==> config.mk <==
export PLATFORM = sky130hd
export DESIGN_NAME = mecanum_hbridge_drive
export DESIGN_NICKNAME = d
export VERILOG_FILES = /design/src/hw/rtl/mhd_pkg.sv /design/src/hw/rtl/mecanum_hbridge_drive.sv /design/src/hw/rtl/mhd_ctrl.sv /design/src/hw/rtl/mhd_dp.sv
export SDC_FILE = /design/constraint.sdc
export NUM_CORES = 2
export LEC_CHECK = 0
export ABC_AREA = 1
export BUFFER_PORTS_ARGS = -buffer_cell sky130_fd_sc_hd__buf_2
export CORE_AREA = 4 4 367 406
export DETAILED_ROUTE_END_ITERATION = 16
export DIE_AREA = 0 0 371 410
export MAX_ROUTING_LAYER = met4
export PLACE_DENSITY_LB_ADDON = 0.08
export SLEW_MARGIN = 20
export SYNTH_ARGS = -nofsm -noshare
export SYNTH_HDL_FRONTEND = slang
export SYNTH_HIERARCHICAL = 1
export SYNTH_SLANG_ARGS = --single-unit
==> constraint.sdc <==
create_clock -name clk_i -period 10.8 [get_ports clk_i]
set_input_delay 2.16 -clock clk_i [delete_from_list [all_inputs] [get_ports clk_i]]
set_output_delay 2.16 -clock clk_i [all_outputs]
set_load 0.005 [all_outputs]
==> src/hw/rtl/mhd_pkg.sv <==
// mhd_pkg: shared types, codes, constants and helper functions for the
// mecanum h-bridge drive block; used by every module in hw/rtl
package mhd_pkg;

  // trig table format, q1.TrigFracBits
  localparam int TrigFracBits = 15;
  localparam int TrigW        = TrigFracBits + 2;      // signed sine/cosine
  localparam int SumW         = TrigW + 1;             // signed sin +/- cos
  localparam int MulAW        = (SumW > 18) ? SumW : 18;
  localparam int MulBW        = 18;
  localparam int ProdW        = MulAW + MulBW;
  localparam logic [63:0] PiQ30 = 64'd3373259426;

  // angle reduction: offset keeps the sum positive, reciprocal of 360 in q24
  localparam logic [16:0] AngleOffset = 17'd33120;     // 92 * 360
  localparam logic [17:0] Recip360    = 18'd46604;     // ceil(2^24 / 360)
  localparam int          Recip360Sh  = 24;

  localparam int InDataW  = 72;
  localparam int OutDataW = 72;

  typedef enum logic [2:0] {
    ACT_DRIVE     = 3'd0,
    ACT_ROTATE    = 3'd1,
    ACT_SET_SPEED = 3'd2,
    ACT_SET_MODE  = 3'd3,
    ACT_COAST_ALL = 3'd4,
    ACT_BRAKE_ALL = 3'd5
  } action_e;

  typedef enum logic [1:0] {
    MODE_COAST   = 2'd0,
    MODE_FORWARD = 2'd1,
    MODE_REVERSE = 2'd2,
    MODE_BRAKE   = 2'd3
  } mode_e;

  typedef enum logic [1:0] {
    STATUS_OK      = 2'd0,
    STATUS_BAD_ID  = 2'd1,
    STATUS_BAD_MODE = 2'd2
  } status_e;

  typedef struct packed {
    logic [7:0] in2;
    logic [7:0] in1;
  } motor_duty_t;

  // datapath commands from the controller
  typedef struct packed {
    logic load;
    logic mul_mod;
    logic rem;
    logic trig;
    logic mul_plus;
    logic mul_minus;
    logic apply;
  } dp_cmd_t;

  typedef logic [90:0][TrigFracBits:0] sin_tab_t;

  // first-quadrant sine table, taylor series in q30, built at elaboration
  function automatic sin_tab_t gen_sin_tab();
    sin_tab_t t;
    logic [63:0] x, x2, term, rnd;
    longint sum;
    int sh;
    sh = 30 - TrigFracBits;
    for (int d = 0; d <= 90; d++) begin
      x    = (64'(d) * PiQ30 + 64'd90) / 64'd180;
      x2   = (x * x + (64'd1 << 29)) >> 30;
      term = x;
      sum  = longint'(x);
      for (int k = 1; k <= 12; k++) begin
        term = ((term * x2) >> 30) / 64'((2 * k) * (2 * k + 1));
        if ((k % 2) == 1) sum = sum - longint'(term);
        else sum = sum + longint'(term);
      end
      if (sum < 0) sum = 0;
      rnd  = (64'(sum) + (64'd1 << (sh - 1))) >> sh;
      t[d] = rnd[TrigFracBits:0];
    end
    return t;
  endfunction

  localparam sin_tab_t SinTab = gen_sin_tab();

  // signed sine of a reduced angle 0..359
  function automatic logic signed [TrigW-1:0] sin_deg(input logic [8:0] a);
    logic [8:0] idx;
    logic       neg;
    logic signed [TrigW-1:0] mag;
    neg = 1'b0;
    if (a <= 9'd90) idx = a;
    else if (a <= 9'd180) idx = 9'd180 - a;
    else if (a <= 9'd270) begin
      idx = a - 9'd180;
      neg = 1'b1;
    end else begin
      idx = 9'd360 - a;
      neg = 1'b1;
    end
    mag = signed'(TrigW'(SinTab[idx[6:0]]));
    return neg ? -mag : mag;
  endfunction

  // pct 0..100 to duty pct*255/100 through a reciprocal
  function automatic logic [7:0] duty_of(input logic [6:0] pct);
    logic [22:0] p;
    p = 23'(pct) * 23'd41780;
    return p[21:14];
  endfunction

  function automatic motor_duty_t mode_pair(input mode_e m, input logic [6:0] pct);
    motor_duty_t r;
    r = '0;
    unique case (m)
      MODE_COAST:   r = '0;
      MODE_FORWARD: r.in1 = duty_of(pct);
      MODE_REVERSE: r.in2 = duty_of(pct);
      MODE_BRAKE:   r = '1;
      default:      r = '0;
    endcase
    return r;
  endfunction

  // signed percent, clamped to +/-100
  function automatic motor_duty_t signed_pair(input logic signed [16:0] s);
    logic signed [16:0] c;
    logic [16:0]        mag;
    c = s;
    if (c < -17'sd100) c = -17'sd100;
    if (c > 17'sd100) c = 17'sd100;
    mag = (c < 0) ? 17'(-c) : 17'(c);
    if (c == 0) return mode_pair(MODE_COAST, 7'd0);
    else if (c > 0) return mode_pair(MODE_FORWARD, mag[6:0]);
    else return mode_pair(MODE_REVERSE, mag[6:0]);
  endfunction

endpackage

==> src/hw/rtl/mecanum_hbridge_drive.sv <==
// mecanum_hbridge_drive: top level, joins controller and datapath
// depends on mhd_pkg, mhd_ctrl, mhd_dp
//
// usage:
//   s_axis carries one motor command per transfer; tuser holds the action
//   (drive, rotate, set speed, set mode, coast all, brake all) and tdata the
//   operands. m_axis returns one result per command: the eight h-bridge pwm
//   duties after the command plus a status code.
// sequencing:
//   drive passes angle reduction, trig lookup, two products on the one
//   shared multiplier and the store update before m_axis_tvalid rises;
//   every other action goes straight to the store update. one command is in
//   work at a time and the input is ready again in the cycle the result is
//   loaded, so no new command is accepted until the last result is loaded.
// reset:
//   all duties clear (every motor coasts), no result pending.
// stall:
//   a result waits in the output register; the next command is accepted
//   and worked on meanwhile, and it holds before the store update until
//   the waiting result has been taken.
module mecanum_hbridge_drive import mhd_pkg::*; (
  input  logic                clk_i,
  input  logic                rst_ni,
  input  logic                s_axis_tvalid,
  output logic                s_axis_tready,
  // motor_sel[2:0] mode[5:3] speed[21:6] angle[37:22] distance[53:38]
  // clockwise[54] degrees[70:55]
  input  logic [InDataW-1:0]  s_axis_tdata,
  // action[2:0]
  input  logic [2:0]          s_axis_tuser,
  output logic                m_axis_tvalid,
  input  logic                m_axis_tready,
  // m1_in1[7:0] m1_in2[15:8] m2_in1[23:16] m2_in2[31:24] m3_in1[39:32]
  // m3_in2[47:40] m4_in1[55:48] m4_in2[63:56] status[65:64]
  output logic [OutDataW-1:0] m_axis_tdata
);

  dp_cmd_t cmd;

  mhd_ctrl u_ctrl (
    .clk_i       (clk_i),
    .rst_ni      (rst_ni),
    .in_valid_i  (s_axis_tvalid),
    .in_action_i (s_axis_tuser),
    .in_ready_o  (s_axis_tready),
    .out_valid_o (m_axis_tvalid),
    .out_ready_i (m_axis_tready),
    .cmd_o       (cmd)
  );

  mhd_dp u_dp (
    .clk_i       (clk_i),
    .rst_ni      (rst_ni),
    .in_data_i   (s_axis_tdata),
    .in_action_i (s_axis_tuser),
    .cmd_i       (cmd),
    .out_data_o  (m_axis_tdata)
  );

endmodule

==> src/hw/rtl/mhd_ctrl.sv <==
// mhd_ctrl: command sequencer and output valid flag
// depends on mhd_pkg
module mhd_ctrl import mhd_pkg::*; (
  input  logic       clk_i,
  input  logic       rst_ni,
  input  logic       in_valid_i,
  input  logic [2:0] in_action_i,
  output logic       in_ready_o,
  output logic       out_valid_o,
  input  logic       out_ready_i,
  output dp_cmd_t    cmd_o
);

  typedef enum logic [6:0] {
    ST_IDLE  = 7'b0000001,
    ST_MOD   = 7'b0000010,
    ST_REM   = 7'b0000100,
    ST_TRIG  = 7'b0001000,
    ST_MULP  = 7'b0010000,
    ST_MULM  = 7'b0100000,
    ST_APPLY = 7'b1000000
  } state_e;

  state_e state_q, state_d;
  logic   out_valid_q, out_valid_d;
  logic   out_free;

  assign out_free    = !out_valid_q || out_ready_i;
  assign in_ready_o  = (state_q == ST_IDLE);
  assign out_valid_o = out_valid_q;

  // next state and datapath commands
  always_comb begin
    state_d     = state_q;
    cmd_o       = '0;
    out_valid_d = out_valid_q && !out_ready_i;
    unique case (state_q)
      ST_IDLE: begin
        if (in_valid_i) begin
          cmd_o.load = 1'b1;
          state_d    = (in_action_i == ACT_DRIVE) ? ST_MOD : ST_APPLY;
        end
      end
      ST_MOD: begin
        cmd_o.mul_mod = 1'b1;
        state_d       = ST_REM;
      end
      ST_REM: begin
        cmd_o.rem = 1'b1;
        state_d   = ST_TRIG;
      end
      ST_TRIG: begin
        cmd_o.trig = 1'b1;
        state_d    = ST_MULP;
      end
      ST_MULP: begin
        cmd_o.mul_plus = 1'b1;
        state_d        = ST_MULM;
      end
      ST_MULM: begin
        cmd_o.mul_minus = 1'b1;
        state_d         = ST_APPLY;
      end
      ST_APPLY: begin
        if (out_free) begin
          cmd_o.apply = 1'b1;
          out_valid_d = 1'b1;
          state_d     = ST_IDLE;
        end
      end
      default: state_d = ST_IDLE;
    endcase
  end

  // state and valid registers
  always_ff @(posedge clk_i or negedge rst_ni) begin
    if (!rst_ni) begin
      state_q     <= ST_IDLE;
      out_valid_q <= 1'b0;
    end else begin
      state_q     <= state_d;
      out_valid_q <= out_valid_d;
    end
  end

endmodule

==> src/hw/rtl/mhd_dp.sv <==
// mhd_dp: command registers, shared multiplier, trig lookup, duty store
// and result register; depends on mhd_pkg
module mhd_dp import mhd_pkg::*; (
  input  logic                clk_i,
  input  logic                rst_ni,
  input  logic [InDataW-1:0]  in_data_i,
  input  logic [2:0]          in_action_i,
  input  dp_cmd_t             cmd_i,
  output logic [OutDataW-1:0] out_data_o
);

  logic [2:0]  act_q;
  logic [2:0]  id_q;
  logic [2:0]  mode_q;
  logic signed [15:0] speed_q, angle_q, dist_q, deg_q;
  logic        cw_q;

  logic signed [ProdW-1:0] prod_q;
  logic [8:0]              ang_q;
  logic signed [SumW-1:0]  sum_q, diff_q;
  logic signed [16:0]      plus_q;
  motor_duty_t             duty_q [4];
  logic [OutDataW-1:0]     out_q;

  // command capture
  always_ff @(posedge clk_i) begin
    if (cmd_i.load) begin
      act_q   <= in_action_i;
      id_q    <= in_data_i[2:0];
      mode_q  <= in_data_i[5:3];
      speed_q <= in_data_i[21:6];
      angle_q <= in_data_i[37:22];
      dist_q  <= in_data_i[53:38];
      cw_q    <= in_data_i[54];
      deg_q   <= in_data_i[70:55];
    end
  end

  // distance clamped to 0..100
  logic [6:0] dist_c;
  always_comb begin
    if (dist_q < 0) dist_c = 7'd0;
    else if (dist_q > 16'sd100) dist_c = 7'd100;
    else dist_c = dist_q[6:0];
  end

  // angle made positive, same residue mod 360
  logic [16:0] ang_v;
  assign ang_v = {angle_q[15], angle_q} + AngleOffset;

  // shared multiplier operand select
  logic signed [MulAW-1:0] mul_a;
  logic signed [MulBW-1:0] mul_b;
  logic signed [ProdW-1:0] prod;
  always_comb begin
    mul_a = '0;
    mul_b = '0;
    if (cmd_i.mul_mod) begin
      mul_a = signed'(MulAW'(ang_v));
      mul_b = signed'(Recip360);
    end else if (cmd_i.mul_plus) begin
      mul_a = MulAW'(sum_q);
      mul_b = signed'(MulBW'(dist_c));
    end else if (cmd_i.mul_minus) begin
      mul_a = MulAW'(diff_q);
      mul_b = signed'(MulBW'(dist_c));
    end
  end
  assign prod = ProdW'(mul_a) * ProdW'(mul_b);

  // product to percent, truncated toward zero
  logic [ProdW-1:0]   prod_mag;
  logic [7:0]         pct_mag;
  logic signed [16:0] pct_now;
  always_comb begin
    prod_mag = (prod_q < 0) ? ProdW'(-prod_q) : ProdW'(prod_q);
    pct_mag  = prod_mag[TrigFracBits +: 8];
    pct_now  = (prod_q < 0) ? -signed'(17'(pct_mag)) : signed'(17'(pct_mag));
  end

  // remainder and trig lookup
  logic [7:0]  quot;
  logic [16:0] rem_v;
  logic [8:0]  ang_c;
  logic signed [TrigW-1:0] s_val, c_val;
  always_comb begin
    quot  = prod_q[Recip360Sh +: 8];
    rem_v = ang_v - 17'(quot) * 17'd360;
    ang_c = (ang_q >= 9'd270) ? ang_q - 9'd270 : ang_q + 9'd90;
    s_val = sin_deg(ang_q);
    c_val = sin_deg(ang_c);
  end

  always_ff @(posedge clk_i) begin
    if (cmd_i.mul_mod || cmd_i.mul_plus || cmd_i.mul_minus) prod_q <= prod;
    if (cmd_i.rem) ang_q <= rem_v[8:0];
    if (cmd_i.trig) begin
      sum_q  <= SumW'(s_val) + SumW'(c_val);
      diff_q <= SumW'(s_val) - SumW'(c_val);
    end
    if (cmd_i.mul_minus) plus_q <= pct_now;
  end

  // rotate percent, degrees*100/180 through a reciprocal
  logic [7:0]         deg_c;
  logic [23:0]        rot_p;
  logic signed [16:0] rot_left;
  always_comb begin
    if (deg_q < 0) deg_c = 8'd0;
    else if (deg_q > 16'sd180) deg_c = 8'd180;
    else deg_c = deg_q[7:0];
    rot_p    = 24'(deg_c) * 24'd36409;
    rot_left = cw_q ? signed'(17'(rot_p[22:16])) : -signed'(17'(rot_p[22:16]));
  end

  // set-mode speed clamped to 0..100
  logic [6:0] spd_c;
  logic       id_ok;
  always_comb begin
    if (speed_q < 0) spd_c = 7'd0;
    else if (speed_q > 16'sd100) spd_c = 7'd100;
    else spd_c = speed_q[6:0];
    id_ok = (id_q >= 3'd1) && (id_q <= 3'd4);
  end

  // new duties for the command
  motor_duty_t duty_d [4];
  logic [1:0]  status_d;
  logic [1:0]  midx;
  always_comb begin
    for (int m = 0; m < 4; m++) duty_d[m] = duty_q[m];
    status_d = STATUS_OK;
    midx     = 2'(id_q - 3'd1);
    unique case (act_q)
      ACT_DRIVE: begin
        if (dist_c == 7'd0) begin
          for (int m = 0; m < 4; m++) duty_d[m] = '0;
        end else begin
          duty_d[0] = signed_pair(plus_q);
          duty_d[1] = signed_pair(pct_now);
          duty_d[2] = signed_pair(pct_now);
          duty_d[3] = signed_pair(plus_q);
        end
      end
      ACT_ROTATE: begin
        if (deg_c == 8'd0) begin
          for (int m = 0; m < 4; m++) duty_d[m] = '0;
        end else begin
          duty_d[0] = signed_pair(rot_left);
          duty_d[2] = signed_pair(rot_left);
          duty_d[1] = signed_pair(-rot_left);
          duty_d[3] = signed_pair(-rot_left);
        end
      end
      ACT_SET_SPEED: begin
        if (!id_ok) status_d = STATUS_BAD_ID;
        else duty_d[midx] = signed_pair(17'(speed_q));
      end
      ACT_SET_MODE: begin
        if (!id_ok) status_d = STATUS_BAD_ID;
        else if (mode_q[2]) status_d = STATUS_BAD_MODE;
        else duty_d[midx] = mode_pair(mode_e'(mode_q[1:0]), spd_c);
      end
      ACT_COAST_ALL: begin
        for (int m = 0; m < 4; m++) duty_d[m] = '0;
      end
      ACT_BRAKE_ALL: begin
        for (int m = 0; m < 4; m++) duty_d[m] = '1;
      end
      default: status_d = STATUS_OK;
    endcase
  end

  // duty store, all motors coast after reset
  always_ff @(posedge clk_i or negedge rst_ni) begin
    if (!rst_ni) begin
      for (int m = 0; m < 4; m++) duty_q[m] <= '0;
    end else if (cmd_i.apply) begin
      for (int m = 0; m < 4; m++) duty_q[m] <= duty_d[m];
    end
  end

  // result register
  always_ff @(posedge clk_i) begin
    if (cmd_i.apply) begin
      out_q <= {6'd0, status_d, duty_d[3], duty_d[2], duty_d[1], duty_d[0]};
    end
  end
  assign out_data_o = out_q;

endmodule

# Word-level counts from Yosys, hierarchy flattened

Memories as Yosys holds them, arrays and structs flattened.
Cells that the tools add are included.
Widths: inputs -> output; s select.

Add/subtract/negate cells: 24
Multiply operators: 9
$lt $le $gt $ge: 40
Equal/unequal tests: 17
Muxes and demuxes: 114
Bitwise operators: 1
Reduce and logical (&&, ||, !) cells: 18

Operator list:

| cell                  | number |
|---|---|
| $mux 17               | 34 |
| $pmux 64 s6           | 1 |
| $mux 64               | 5 |
| $mux 16               | 15 |
| $logic_not 32->1      | 5 |
| $mux 7                | 19 |
| $bwmux 64             | 2 |
| $mul 7x14->20 const B | 6 |
| $mux 18               | 5 |
| $gt 17x1->1 const B   | 5 |
| $gt 17x8->1 const B   | 5 |
| $lt 17x1->1 const B   | 5 |
| $lt 17x8->1 const B   | 4 |
| $mux 8                | 8 |
| $pmux 7 s7            | 1 |
| $lt 16x1->1 const B   | 3 |
| $lt 36x1->1 const B   | 1 |
| $mul 18x18->36        | 1 |
| $neg 7->7             | 5 |
| $neg 16->17           | 2 |
| $demux 16 s2          | 1 |
| $gt 16x8->1 const B   | 2 |
| $pmux 8 s2            | 2 |
| $mul 8x16->23 const B | 1 |
| other kinds (53)      | 85 |

Flip-flop bits (word level): 310
Bits in read-only memories: 4096
Output and inout port bits: 74
Memories: 2

Memories:

| memory           | words | bits a word | read ports | clocked after memory_dff | write ports | RTL line       | text |
|---|---|---|---|---|---|---|---|
| (name not given) | 128   | 16          | 1          | 0                        | 0           | mhd_pkg.sv:103 | `mag = signed'(TrigW'(SinTab[idx[6:0]]));` |
| (name not given) | 128   | 16          | 1          | 0                        | 0           | mhd_pkg.sv:103 |  |

# Longest topological paths before layout

Word-level depth: 22
Mapped depth: 78

# Modules after synthesis

Netlist, hierarchy kept.

By module, submodules not included:

| module   | times used | cells an instance | area an instance (sq um) |
|---|---|---|---|
| mhd_dp   | 1          | 5356              | 41265.8 |
| mhd_ctrl | 1          | 71                | 513.0 |

# Least setup slack after synthesis

Ideal clock, no wire load.

Path kind: reg-to-reg
Start point: register u_dp.deg_q[10]
End point: register u_dp.out_q[28] (netlist: u_dp/out_data_o[28]), data pin
Arrival: 10.513 ns
Path slack: 0.024 ns
Cell stages (with the launch flop): 67
Path through: edfxtp_1 -> nor2_1 -> nand2_1 -> nor2_1 -> nand3_1 -> nand2_1 -> inv_1 -> nor2_1 -> nand2_1 -> inv_1 -> nor2_1 -> inv_1 -> ha_1 -> clkbuf_1 -> fa_1 -> fa_1 -> inv_1 -> fa_1 -> [31 not listed] -> nor3_1 -> or2_2 -> o21ai_0 -> ha_1 -> ha_1 -> or2_2 -> fa_1 -> fa_1 -> ha_1 -> nand2_1 -> nor4_1 -> nand4_1 -> nand4_1 -> nand2_1 -> nand2_1 -> nand2_1 -> nand3_1 -> a21boi_0

RTL lines:

| item                   | RTL line      | text |
|---|---|---|
| from (decl)            | mhd_dp.sv:15  | `logic signed [15:0] speed_q, angle_q, dist_q, deg_q;` |
| from (signal assigned) | mhd_dp.sv:35  | `deg_q <= in_data_i[70:55];` |
| to (signal assigned)   | mhd_dp.sv:186 | `out_q <= {6'd0, status_d, duty_d[3], duty_d[2], duty_d[1], duty_d[0]};` |
| to (decl)              | mhd_dp.sv:23  | `logic [OutDataW-1:0] out_q;` |

==> results.yml <==
logic_synthesis:
  ys_types: 78
  synthXorXnorAreaFrac_pct: 3.216
  yosysSeqAreaShare_pct: 20.78
  syn_area_um2: 41780
  synth_edf_count: 229
  synth-simple-area-share_pct: 21.27
  synthMuxAreaShare_pct: 0
  yosys_warnings: 6
  synth_flop_cell: "edfxtp_1"
  synth_compound_area_share_pct: 13.64
  synthAdderAreaFrac_pct: 31.09
  async_flop_share_pct: 23.92
  avgSynthCellArea_um2: 7.698
  synth_top_family_by_area: "adder cells"
  synth-seq-cells: 301
  syn_inst: 5427
critical_path:
  cp.arrival_ns: 11.23
  crit_type: "flip-flop to flip-flop"
  cp_slowest_stage_delay_ns: 0.56
  cp-endpoint: "u_dp/out_data_o[48]"
  r2r_start: "u_dp/deg_q[10]"
  reg2regPathDepth: 68
  cp-startpoint: "u_dp/deg_q[10]"
  cp-start-kind: "flip-flop"
  cp_slowest_cell: "fa_1"
  critPathMaxFanout: 5
  r2r_end: "u_dp/out_data_o[48]"
  cp-end-kind: "flip-flop"
  reg2reg_setup_slack_ns: 0.07
  critPathRequiredTime_ns: 11.30
routing:
  drt_iter0_drc: 2222
  vias_per_cell: 4.792
  ant_nets: 0
  num_vias: 37812
  drc: 0
  routed_wl_um: 140700
  post_drt_wl_per_cell_um: 17.83
  first_pass_iters: 6
run_status:
  status: "finished, final reports clean"
die:
  rows: 147
  pin_count: 153
  core_area_um2: 144900
  die_h_um: 410
  die_area_um2: 152100
  fp.dieW_um: 371
  initial_core_util_pct: 28.83
timing:
  fmax_ghz: 0.09319
  fin_skew_ns: 0.04735
  worstMarginPinSlew_ns: 1.372
  maxSlewViolCount: 0
  rsz0062_at_grt: "yes"
  post-route-period-util_pct: 99.36
  finalSetupViolCount: 0
  hold_viol: 0
  relSlewSlack_pct: 8.193
  period_needed_ns: 10.73
clock_network:
  cts_tree: "built"
  root_buffer: "clkbuf_16"
  cts.sinks: 301
  clk_latency_ns: 0.63
  h-tree-depth: 2
  cts_buffer_depth: 3
  numCtsBuffers: 43
  clkSlewWorstSetupHoldPaths_ns: 0.06
cells_and_area:
  fin_nets: 6861
  fin_area_um2: 51730
  fillers: 15547
  synthToLayoutAreaGrowth_pct: 23.81
  drive_gt1_share_pct: 19.52
global_route:
  grt_max_degree: 160
  grt_pass1_wl_um: 221200
  grtUsageTotal_pct: 18.88
  antenna_found_initial: 8
  gr-total-overflow: 0
  grt_pass1_vias: 39200
place:
  io_buffers: 145
  placed_area_um2: 46890
  gp_congestion: 0.8839
  dp_hpwl_um: 111000
run:
  cap_violations: 0
hold_path:
  hp-class: "flip-flop to flip-flop"
[kinds of logic after synthesis]
family | Yosys count
simple gates | 2083
buf+inv | 1080
compound gates | 947
fa+ha+maj | 867
flops | 301
xor+xnor | 147
other cells | 2
[worst max-delay path, delay by kind of cell, from the launching register on]
family,cells,cell delay [ns]
adders and majority gates,14,4.63
and+or+nand+nor,32,3.22
buffers and inverters,16,1.39
AOI/OAI and AO/OA,4,0.65
DFF,1,0.37
xor gates and xnor gates,2,0.32
[layer usage]
metal | GRT usage, % | share of wire, % | routed length (µm)
met4 | 4.747 | 3.1 | 4377
met2 | 34.29 | 51 | 72130
met5 | - | 0 | 0
met1 | 22.47 | 42 | 59660
met3 | 1.568 | 3.2 | 4501
[layout by cell type, fill, tap and decap left out, types with 17 or more instances in the layout]
master       n
nand2_1    969
inv_1      881
ha_1       530
buf_4      390
nor2_1     390
nand3_1    314
a21oi_1    276
fa_1       272
o21ai_0    238
edfxtp_1   229
buf_2      144
o211ai_1   107
xor2_1     104
nand2_2     78
dfrtp_1     71
ha_4        50
clkbuf_16   43
nand4_1     41
nor3_1      41
inv_2       39
o21ai_1     39
buf_6       37
or2_2       36
xnor2_1     35
a21boi_2    34
nand2_4     32
nand3_4     29
nand3_2     27
o21bai_1    27
a21oi_2     26
nand3b_1    25
nor2_2      22
nor2_4      19
o21ai_2     18
clkinv_1    17
o31ai_1     17
[Yosys cell counts (all sizes together) (3+ instances only)]
library cell	number	area, µm²
nand2	1081	4125
inv	928	3491
ha	582	7282
nor2	431	1653
nand3	370	1872
a21oi	318	1599
o21ai	301	1544
fa	285	5705
edfxtp	229	6877
xor2	111	1028
o211ai	108	815.8
clkbuf	93	349.1
dfrtp	71	1777
nor3	60	316.6
buf	47	290.3
or2	45	284.0
a21boi	43	322.8
nand4	41	256.5
xnor2	36	315.3
o21bai	28	214.0
nand3b	25	187.7
a211oi	19	142.6
o31ai	17	127.6
a21o	16	120.1
o221ai	16	140.1
a31oi	14	102.6
and2	12	77.58
clkinv	12	45.04
nor4	11	68.82
o2111ai	11	96.34
o22ai	10	62.56
o311ai	9	96.35
a22o	8	70.07
a22oi	7	52.55
o21a	5	37.54
a221oi	3	26.28
or3	3	18.77
[registers in the layout (all words and copies together) (netlist names), 3 cells and up]
register         flops
u_dp/diff_q         17
u_dp/duty_q         64
u_dp/ang_q           9
u_dp/id_q            3
u_dp/speed_q        16
u_ctrl/state_q       7
u_dp/act_q           3
u_dp/prod_q         30
u_dp/dist_q         16
u_dp/out_data_o     66
u_dp/mode_q          3
u_dp/angle_q        16
u_dp/sum_q          18
u_dp/plus_q         15
u_dp/deg_q          16
[worst min path at each step]
stage	startpoint	end	slack [ns]	depth (start not counted)
after floorplan	u_dp/angle_q[0]	u_dp/ang_q[0]	0.43	0
after global placement	u_dp/duty_q[13]	u_dp/duty_q[13]	0.47	2
after detailed placement	u_dp/duty_q[13]	u_dp/duty_q[13]	0.47	2
after CTS	u_dp/duty_q[13]	u_dp/duty_q[13]	0.48	2
after global routing	u_dp/duty_q[13]	u_dp/duty_q[13]	0.52	2
final	u_dp/duty_q[13]	u_dp/duty_q[13]	0.47	2
[cell type report]
class	instances	area, µm²	area share, %
multi-input combinational	4055	31480	60.86
sequential	301	8680	16.78
timing repair buffer	574	4125	7.975
inverter	940	3552	6.867
tap	1937	2424	4.685
clock buffer	52	1140	2.204
clock inverter	27	317.8	0.6144
antenna	4	10.01	0.01935
[through the flow]
step / hold WS [ns] / setup WS (ns) / util (%) / setup TNS [ns] / cells
floorplan: 0.4268 / 0.02409 / - / 0 / 5436
global placement: 0.4675 / -0.9230 / 32.36 / -73.53 / 7710
detailed placement: 0.4678 / -1.010 / 32.36 / -79.19 / 7710
CTS: 0.4801 / 0.005635 / 34.14 / 0 / 7856
global route: 0.5191 / -0.6435 / 35.69 / -45.56 / 7890
finish: 0.4734 / 0.06919 / 35.69 / 0 / 7890
[timing repair]
action	CTS	global route
pin swaps	68	203
resized for setup	149	467
endpoints found under the setup margin	128	128
setup buffers	68	38
hold buffers	0	0
Power is not shown: default switching activity piles up to over one toggle a cycle in this logic, so the estimate is an artifact.
